`src/lmks_pkg.sv`:
```
// shared types, constants and codes for the lattice motor kinetic step core
`timescale 1ns / 1ps
`default_nettype none

package lmks_pkg;

  // storage sizes
  localparam int MAX_PARTICLES = 256;
  localparam int LATTICE_SITES = 8192;
  localparam int PART_W        = $clog2(MAX_PARTICLES);
  localparam int SITE_W        = $clog2(LATTICE_SITES);
  localparam int LEN_W         = SITE_W + 1;

  // field widths
  localparam int WEIGHT_W  = 20;
  localparam int DRAW_W    = 20;
  localparam int ACC_W     = WEIGHT_W + 2;
  localparam int CFG_IDX_W = 2;
  localparam int EV_W      = 3;

  // configuration register indexes
  typedef enum logic [CFG_IDX_W-1:0] {
    CFG_BIND_WEIGHT    = 2'd0,
    CFG_UNBIND_WEIGHT  = 2'd1,
    CFG_STEP_WEIGHT    = 2'd2,
    CFG_LATTICE_LENGTH = 2'd3
  } cfg_idx_t;

  // item kinds
  typedef enum logic {
    OP_PLACE  = 1'b0,
    OP_UPDATE = 1'b1
  } op_t;

  // result events
  typedef enum logic [EV_W-1:0] {
    EV_NONE   = 3'd0,
    EV_BIND   = 3'd1,
    EV_UNBIND = 3'd2,
    EV_STEP   = 3'd3,
    EV_PLACE  = 3'd4
  } ev_t;

  // sequencer states
  typedef enum logic [3:0] {
    ST_CLEAR,
    ST_IDLE,
    ST_FETCH,
    ST_OCC0,
    ST_OCC1,
    ST_BIND,
    ST_UNBIND,
    ST_STEP,
    ST_APPLY,
    ST_STEP2,
    ST_PLACE,
    ST_DONE
  } st_t;

  // control of the shared accumulate and compare unit
  typedef struct packed {
    logic                clr;
    logic                add;
    logic [WEIGHT_W-1:0] weight;
  } cmp_ctl_t;

endpackage

`default_nettype wire

```
`src/lmks_cmp_unit.sv`:
```
// shared accumulate and compare unit for the cumulative weight test
`timescale 1ns / 1ps
`default_nettype none

module lmks_cmp_unit (
  input  wire logic                        clk,
  input  wire logic                        rst_n,
  input  wire lmks_pkg::cmp_ctl_t          ctl,
  input  wire logic [lmks_pkg::DRAW_W-1:0] draw,
  output logic                             hit
);

  logic [lmks_pkg::ACC_W-1:0] acc_r;
  logic [lmks_pkg::ACC_W-1:0] acc_nxt;
  logic [lmks_pkg::ACC_W-1:0] sum;

  // running threshold plus the weight under test
  assign sum = acc_r + {{(lmks_pkg::ACC_W-lmks_pkg::WEIGHT_W){1'b0}}, ctl.weight};
  assign hit = {{(lmks_pkg::ACC_W-lmks_pkg::DRAW_W){1'b0}}, draw} < sum;

  // accumulator next value
  always_comb begin
    acc_nxt = acc_r;
    if (ctl.clr) begin
      acc_nxt = '0;
    end else if (ctl.add) begin
      acc_nxt = sum;
    end
  end

  always_ff @(posedge clk) begin
    if (!rst_n) begin
      acc_r <= '0;
    end else begin
      acc_r <= acc_nxt;
    end
  end

endmodule

`default_nettype wire

```
`config.mk`:
```
export PLATFORM = sky130hd
export DESIGN_NAME = lmks_cmp_unit
export DESIGN_NICKNAME = d
export VERILOG_FILES = /design/src/lmks_pkg.sv /design/src/lmks_cmp_unit.sv
export SDC_FILE = /design/constraint.sdc
export NUM_CORES = 1
export LEC_CHECK = 0
export BUFFER_PORTS_ARGS = -buffer_cell sky130_fd_sc_hd__buf_2
export CAP_MARGIN = 20
export CORE_UTILIZATION = 35
export DETAILED_ROUTE_END_ITERATION = 6
export GPL_TIMING_DRIVEN = 0
export PLACE_DENSITY = 0.58
export RECOVER_POWER = 25
export SLEW_MARGIN = 10
export SYNTH_ARGS = -nofsm -noshare
export SYNTH_HDL_FRONTEND = slang
export SYNTH_SLANG_ARGS = --single-unit
```
`constraint.sdc`:
```
create_clock -name clk -period 12.3 [get_ports clk]
set_input_delay 3.69 -clock clk [delete_from_list [all_inputs] [get_ports clk]]
set_output_delay 3.69 -clock clk [all_outputs]
set_load 0.005 [all_outputs]
```
# Word level (Yosys, flattened, before mapping)
# Cells that the tools add are included.
# classes
add_sub_neg	1
order_cmp	1
n_bitwise	1
reduce_logical	1
# op_table
operator	n
adder 22 x 20 -> 22 bit	1
less-than comparator 20 x 22 -> 1 bit	1
OR reduction 2 bit	1
NOT 1 bit	1
# totals
out_inout_bits	1
word_cells	5
input_bits	44
register_bits	22

# Logic depth before layout (Yosys ltp)
# Gate-level depths: netlist (run 1).
# logic_depth
ltp_word	2
mapped_depth	18
depth_no_buf	18

# Worst setup path before layout (run 1)
# No wires, ideal clock.
# synth_path
path_kind	in2out
startpoint	input ctl[10] (netlist bit)
endpoint	output hit
path_slack_ps	2359
arrival_time_ps	6251
required_ps	8610
path_stages	13
n_path_buf	0
cell_sequence	ha_1 a211o_1 nor3_1 a211oi_4 a311oi_2 xor2_1 ha_1 a21oi_1 o21ai_0 a21o_1 a211oi_1 o21ai_0 nand3_1
# synth_via
elab_chain_len	2
# synth_lines
element	line_no	rtl
start, declared	lmks_cmp_unit.sv:8	input wire lmks_pkg::cmp_ctl_t ctl,
adder 22 x 20 -> 22 bit	lmks_cmp_unit.sv:18	assign sum = acc_r + {{(lmks_pkg::ACC_W-lmks_pkg::WEIGHT_W){1'b0}}, ctl.weight};
less-than comparator 20 x 22 -> 1 bit	lmks_cmp_unit.sv:19	assign hit = {{(lmks_pkg::ACC_W-lmks_pkg::DRAW_W){1'b0}}, draw} < sum;
end, declared	lmks_cmp_unit.sv:10	output logic hit
# Every way passes these cells.

# Worst setup path in the final report (run 1)
# layout_path
startpoint	input ctl[0] (netlist bit)
endpoint	output hit
# The elaborated chain is that of the path after synthesis.

==> results of run 1 <==
==> worst max-delay path, cell delays in order <==
cell	delay [ps]
buf_2	80
ha_1	200
inv_1	70
fa_1	390
nand2b_1	190
a21oi_1	180
o21ai_1	170
a211oi_1	280
o21ai_1	170
xor2_1	170
ha_1	320
nand4_1	90
nor2_1	230
o21ai_0	130
a21oi_1	190
a211oi_1	70
o21ai_0	130
nand3_1	110
buf_2	140
==> layout by cell type (no fill, tap or decap), types with 7 or more instances in the layout <==
| master | count |
|---|---|
| nand2_1 | 23 |
| buf_2 | 43 |
| nand2b_1 | 10 |
| o21ai_0 | 13 |
| xnor2_1 | 9 |
| a21o_1 | 10 |
| a21oi_1 | 22 |
| nor2_1 | 17 |
| clkbuf_1 | 10 |
| dfxtp_1 | 22 |
| xor2_1 | 12 |
| ha_1 | 39 |
| nand3_1 | 9 |
| nor3_1 | 7 |
==> stage by stage <==
step	setup WS [ps]	total power [W]	instances	util, %
global placement	1637	0.0001610	401	41.22
detailed placement	1606	0.0001617	401	41.22
finish	1608	0.0002163	405	42.09
floorplan	2359	0.0001366	281	-
global route	1270	0.0002321	405	42.09
CTS	1587	0.0002180	405	42.09
==> logic make-up (layout without fill, tap and decap cells) <==
logic type,after synthesis,after routing,share of synthesized area (%)
flip-flops,22,22,19.10
buffers and inverters,14,61,2.279
multiplexers,3,3,1.302
XOR/XNOR,21,21,7.976
AND/OR/NAND/NOR,93,93,20.67
adder cells (fa/ha/maj),40,40,22.03
AO/OA/AOI/OAI,88,88,26.64
==> final timing paths <==
check | from | to | slack [ps] | cells past startpoint
setup reg to reg | acc_r[0]$_SDFFE_PP0P_ | acc_r[18]$_SDFFE_PP0P_ | 9660 | 10
setup / recovery | ctl[0] | hit | 1610 | 19
hold reg to reg | acc_r[17]$_SDFFE_PP0P_ | acc_r[17]$_SDFFE_PP0P_ | 470 | 2
hold / removal | acc_r[17]$_SDFFE_PP0P_ | acc_r[17]$_SDFFE_PP0P_ | 470 | 2
==> layer usage <==
| layer | routed length (um) | part of all wire [%] | vias to the layer above |
|---|---|---|---|
| met5 | 0 | 0 | - |
| met4 | 59 | 0.97 | 0 |
| met3 | 215 | 3.6 | 7 |
| met2 | 2917 | 48 | 49 |
| met1 | 2858 | 47 | 996 |
| li1 | - | - | 1140 |
==> power by group through the flow <==
stage / clock, W / sequential [W] / combinational (W)
2_1_floorplan: 0 / 0.0000771 / 0.0000596
3_5_place_dp: 0 / 0.0000775 / 0.0000842
6_report: 0.0000566 / 0.0000759 / 0.0000839
4_1_cts: 0.0000574 / 0.0000758 / 0.0000848
5_1_grt: 0.0000601 / 0.0000762 / 0.0000958
3_3_place_gp: 0 / 0.0000774 / 0.0000836
==> cell usage after synthesis, types with 2 or more instances <==
cell type,n,area [um^2]
dfxtp_1,22,440.4
o211ai_1,5,37.54
nand4_1,5,31.28
and3_1,2,12.51
o21ai_0,13,65.06
a21o_1,10,75.07
mux2i_1,3,30.03
a211o_1,2,17.52
a211oi_1,6,45.04
inv_1,3,11.26
nand2_1,23,86.33
nor2b_1,6,37.54
a21o_2,2,17.52
o21ai_1,4,20.02
ha_1,39,488.0
nor2_1,17,63.81
o21a_1,6,45.04
a31oi_1,2,12.51
xnor2_1,9,78.83
o22ai_1,3,18.77
clkbuf_1,10,37.54
nand3_1,9,45.04
a21oi_1,22,110.1
nand2b_1,10,62.56
xor2_1,12,105.1
nor3_1,7,35.03
and2_1,5,31.28
==> area by class of cell <==
cell class / instances / share of cell area, %
timing repair buffer: 43 / 8.052
inverter: 4 / 0.5618
tap: 77 / 3.605
buffer: 10 / 1.404
clock buffer: 4 / 2.060
sequential: 22 / 16.48
multi-input combinational: 245 / 67.84
==> out/qor.yml, run 1 <==
status: "completed"
fmax_mhz: 93.53
ys.flop_type: "dfxtp_1"
finalHoldWorstSlack_ps: 470.5
largest_register: "acc_r"
grt-busiest-layer: "met2"
largest_reg_flops: 22
cts_resized: 0
top_regs: "acc_r: 22 flops"
dpl_cell_area_um2: 2618
wl_um: 6052
drt_pass1_iterations: 4
cp_max_fo: 4
design_area_um2: 2673
netlist_instances: 281
ir_drop_mv: 0.04077
finalSetupViolCount: 0
hold_viol_final: 0
ios: 45
post-cts-setup-buffer-count: 0
drv_slew: 0
drt_iter0_drc: 122
gr-usage-met3_pct: 2.584
setup.worst_path.end_class: "output pin"
clk_path_buf_depth: 2
initial_utilization_pct: 36.32
fin_tns_setup_ps: 0
power_frac_clock_pct: 26.2
ant_nets: 0
avgSynthCellArea_um2: 8.206
powerDensity_nw_per_um2: 80.93
drc: 0
place.gp.congestion: 0.8331
io_buffers: 43
yosys_warnings: 0
final_net_count: 413
rows: 29
min_path_type: "flop to flop"
dp_hpwl_um: 4795
cts_root_buffer: "clkbuf_8"
avgViaCountPerCell: 5.412
min_period_over_period_pct: 86.93
grt_pass1_vias: 2055
pwr-share-comb_pct: 38.8
synthArstFlopShare_pct: 0
clk_latency_ps: 280
die_h_um: 83.17
grt_pass1_wl_um: 9894
num-fill-cells: 645
antenna_found_initial: 0
ys_seq_area_share_pct: 19.10
grt_start_max_net_pins: 13
use_met1_pct: 23.13
crit_required_ps: 8610
use_met2_pct: 31.52
synth_seq_cells: 22
fin_worst_skew_ps: 3.856
rsz0062_at_grt: "no"
drive_gt1_share_pct: 18.29
synth_area_um2: 2306
htree_levels: 1
seq_area_um2: 440.4
core_area_um2: 6350
arrival_ps: 7000
yosysUniqueCellTypes: 51
die_width_um: 83.17
slew_headroom_pct: 45.16
area_growth_syn_to_layout_pct: 15.90
worstSetupPathType: "primary input to output pin"
start_kind: "primary input"
cts_tree: "yes"
p_leak_nw: 1.235
maxCapViolCount: 0
worst_pin_slew_ps: 801.9
p_int_w: 0.0001393
gr-total-overflow: 0
wl_per_cell_um: 14.94
synth_edf_count: 0
p_sw_share_pct: 35.59
period_minus_slack_ps: 10690
seq_power_share_pct: 35.1
p_sw_w: 0.00007699
cts_buffers: 3
hold_buffers: 0
syn_nets: 365
dieArea_um2: 6917
multi_input_area_um2: 1813
clkTransAtPathRegs_ps: 90
grt_use_total_pct: 17.90
via_count: 2192
insertedDiodeCount: 0
cts_sinks: 22
Note: power is estimated with default switching activity, not from simulation.
==> run 2: changes to the inputs <==
--- a/config.mk
+++ b/config.mk
@@ -5,12 +5,13 @@
 export SDC_FILE = /design/constraint.sdc
 export NUM_CORES = 1
 export LEC_CHECK = 0
+export ABC_AREA = 1
 export BUFFER_PORTS_ARGS = -buffer_cell sky130_fd_sc_hd__buf_2
 export CAP_MARGIN = 20
 export CORE_UTILIZATION = 35
 export DETAILED_ROUTE_END_ITERATION = 6
 export GPL_TIMING_DRIVEN = 0
-export PLACE_DENSITY = 0.58
+export PLACE_DENSITY = 0.57
 export RECOVER_POWER = 25
 export SLEW_MARGIN = 10
 export SYNTH_ARGS = -nofsm -noshare
==> run 2 against run 1 <==
Worst setup slack better by 330 ps. Global-route usage is 1.5 points higher. Via count is 36% higher. First-iteration DRC count is 5.7% lower. Core utilization is 0.059 points higher. Cell area is 24% higher. Sequential power is 1% higher. Sequential share of layout area is 3.2 points lower. Total power is 19% higher. Sequential cell count stayed put. Clock power is 30% higher. Highest routed layer unchanged.
==> out/qor.yml, run 2 <==
antenna_found_initial: 0  # unchanged
synth-simple-area-share_pct: 41.07  # +20 points
largest_register: "acc_r"
yosys-top-cells-count: "167 x nand2_1, 100 x inv_1, 42 x nor2_1"
fmax_mhz: 96.49  # +3.2%
slew_headroom_pct: 57.84  # +13 points
synth_adder_area_share_pct: 17.44  # -4.6 points
io_buffers: 43  # unchanged
yosys_warnings: 0  # unchanged
netlist_instances: 502  # +79%
yosysTopAreaCellShare_pct: 21.52  # +0.36 points
worst_pin_slew_ps: 632.4  # -169.6 ps
crit_top_cell: "nand2_1"
fin_worst_skew_ps: 2.266  # -1.590 ps
crit_buf_inv: 4  # +1
synth_compound_area_share_pct: 9.751  # -17 points
crit_family: "simple AND/OR/NAND/NOR gates"
post-cts-setup-buffer-count: 0  # unchanged
seq_power_share_pct: 29.9  # -5.2 points
dieArea_um2: 8691  # +26%
design_area_um2: 3324  # +24%
status: "completed"
ios: 45  # unchanged
maxCapViolCount: 0  # unchanged
synth_top_family_by_area: "simple AND/OR/NAND/NOR gates"
num-fill-cells: 914  # +42%
gr-total-overflow: 0  # unchanged
start_kind: "primary input"
clk_path_buf_depth: 2  # unchanged
rows: 32  # +10%
final_util_pct: 42.15  # +0.059 points
die_h_um: 93.23  # +12%
area_growth_syn_to_layout_pct: 14.13
initial_utilization_pct: 36.93  # +0.61 points
pwr-share-comb_pct: 41.4  # +2.6 points
cp_max_fo: 4  # unchanged
grt_start_max_net_pins: 14  # +1
yosysUniqueCellTypes: 30  # -41%
cts_sinks: 22  # unchanged
avgViaCountPerCell: 4.581  # -15%
clk_latency_ps: 280  # about the same
wl_per_cell_um: 11.92  # -20%
cts_buffers: 3  # unchanged
p_int_w: 0.0001598  # +15%
muxShareOfSynthArea_pct: 0  # -1.3 points
insertedDiodeCount: 0  # unchanged
yosys.area_share.xor_xnor_pct: 2.663  # -5.3 points
ant_nets: 0  # unchanged
drv_slew: 0  # unchanged
fin_tns_setup_ps: 0  # unchanged
crit_required_ps: 8610  # about the same
cp_cell_sequence: "buf_2 > ha_1 > inv_1 > fa_1 > inv_1 > nand3_1 > nand2_2 > nand2_1 > nand2_2 > nand2_1 > a21o_1 > and2_1 > ha_1 > nand2_1 > nor2_1 > nand2_1 > o21bai_1 > nand2_1 > nand2_1 > nand2_1 > nand3_1 > buf_2"
ys.flop_type: "dfxtp_1"
yosys.area.top_type: "nand2_1"
top_regs: "acc_r: 22 flops"
avgSynthCellArea_um2: 5.802  # -29%
final_common_cell: "nand2_1"
synth_area_um2: 2913  # +26%
rsz0062_at_grt: "no"
cts_resized: 0  # unchanged
drt_iter0_drc: 115  # -5.7%
via_count: 2982  # +36%
cts_root_buffer: "clkbuf_8"
syn_nets: 586  # +61%
ir_drop_mv: 0.05026  # +23%
grt_pass1_vias: 2925  # +42%
die_width_um: 93.23  # +12%
synthTopCellsByArea: "nand2_1 22%, ha_1 17%, dfxtp_1 15%"
synthArstFlopShare_pct: 0  # unchanged
min_path_type: "flop to flop"
cp_slowest_cell: "fa_1"
worstSetupPathType: "primary input to output pin"
synth_seq_cells: 22  # unchanged
grt-busiest-layer: "met2"
p_leak_nw: 2.039  # +65%
power_frac_clock_pct: 28.7  # +2.5 points
hold_viol_final: 0  # unchanged
yosysMostFrequentCell: "nand2_1"
grt_use_total_pct: 19.36  # +1.5 points
drc: 0  # unchanged
powerDensity_nw_per_um2: 77.25  # -4.5%
drive_gt1_share_pct: 13.11  # -5.2 points
cpPeakStageDelay_ps: 410  # +20 ps
dpl_cell_area_um2: 3256  # +24%
min_period_over_period_pct: 84.26  # -2.7 points
gr-usage-met3_pct: 1.707  # -0.88 points
grt_pass1_wl_um: 13300  # +34%
core_area_um2: 7888  # +24%
synth_edf_count: 0  # unchanged
p_sw_share_pct: 37.78  # +2.2 points
arrival_ps: 6670  # -330 ps
hold_depth: 2  # unchanged
htree_levels: 1  # unchanged
p_sw_w: 0.00009703  # +26%
cp_num_cells: 22  # +3
finalHoldWorstSlack_ps: 500.9  # +30.41 ps
place.gp.congestion: 0.9035  # +8.5%
wl_um: 7760  # +28%
clkTransAtPathRegs_ps: 100  # about the same
dp_hpwl_um: 6491  # +35%
ys_seq_area_share_pct: 15.12  # -4.0 points
finalSetupViolCount: 0  # unchanged
final_net_count: 634  # +54%
final_cell_mix: "168 x nand2_1, 100 x inv_1, 44 x buf_2"
use_met1_pct: 26.73  # +3.6 points
hold_buffers: 0  # unchanged
cts_tree: "yes"
reg2reg_depth: 14  # +4
setup.worst_path.end_class: "output pin"
period_minus_slack_ps: 10360  # -328.4 ps
use_met2_pct: 32.29  # +0.77 points
largest_reg_flops: 22  # unchanged
drt_pass1_iterations: 4  # unchanged
run 2: cell types whose count changed after synthesis, moves of 9 or more:
cell / change
nand2b_1: -10
nand3_1: +17
nand2_2: +9
nor2_1: +25
inv_1: +97
nand2_1: +144
run 2: worst paths after layout:
check                        start                      to  slack [ps]
max                         ctl[0]                     hit        1940
min          acc_r[3]$_SDFFE_PP0P_   acc_r[3]$_SDFFE_PP0P_         500
max reg2reg  acc_r[0]$_SDFFE_PP0P_  acc_r[12]$_SDFFE_PP0P_       10120
min reg2reg  acc_r[3]$_SDFFE_PP0P_   acc_r[3]$_SDFFE_PP0P_         500
run 2: tightest hold or removal path, cell delays in order (launching register included):
cell,delay (ps)
dfxtp_1,350
o211ai_1,80
inv_1,50
run 2: cell type report:
type                       instances  area [um^2]  area share (%)
clock buffer                       3        41.29           1.242
buffer                             6        23.77          0.7151
multi-input combinational        372         2063           62.06
tap                              102        127.6           3.839
clock inverter                     1        30.03          0.9033
timing repair buffer              43        215.2           6.473
sequential                        22        440.4           13.25
inverter                         102        382.9           11.52
run 2: cell families after synthesis:
logic type / Yosys count
flops: 22
xor+xnor: 8
compound gates: 49
fa+ha+maj: 40
simple gates: 275
buf+inv: 108
run 2: per-layer routing:
metal  routed length, um  part of all wire [%]  vias to the layer above
li1                    -                     -                     1638
met1                3910                    50                     1284
met2                3414                    44                       51
met3                 308                   4.0                        9
met4                 126                   1.6                        0
met5                   0                     0                        -
run 2: power groups by stage:
stage          clock [W]  combinational (W)  sequential [W]
5_1_grt        0.0000783           0.000123       0.0000772
6_report       0.0000738           0.000106       0.0000768
2_1_floorplan          0          0.0000775       0.0000779
3_3_place_gp           0           0.000105       0.0000783
4_1_cts        0.0000770           0.000107       0.0000768
3_5_place_dp           0           0.000106       0.0000784
run 2: per-stage QoR:
step	setup WS, ps	instances	total power (W)
3_5_place_dp	1914	647	0.0001848
5_1_grt	1686	651	0.0002786
2_1_floorplan	2737	502	0.0001554
6_report	1936	651	0.0002568
4_1_cts	1909	651	0.0002608
3_3_place_gp	1910	647	0.0001832
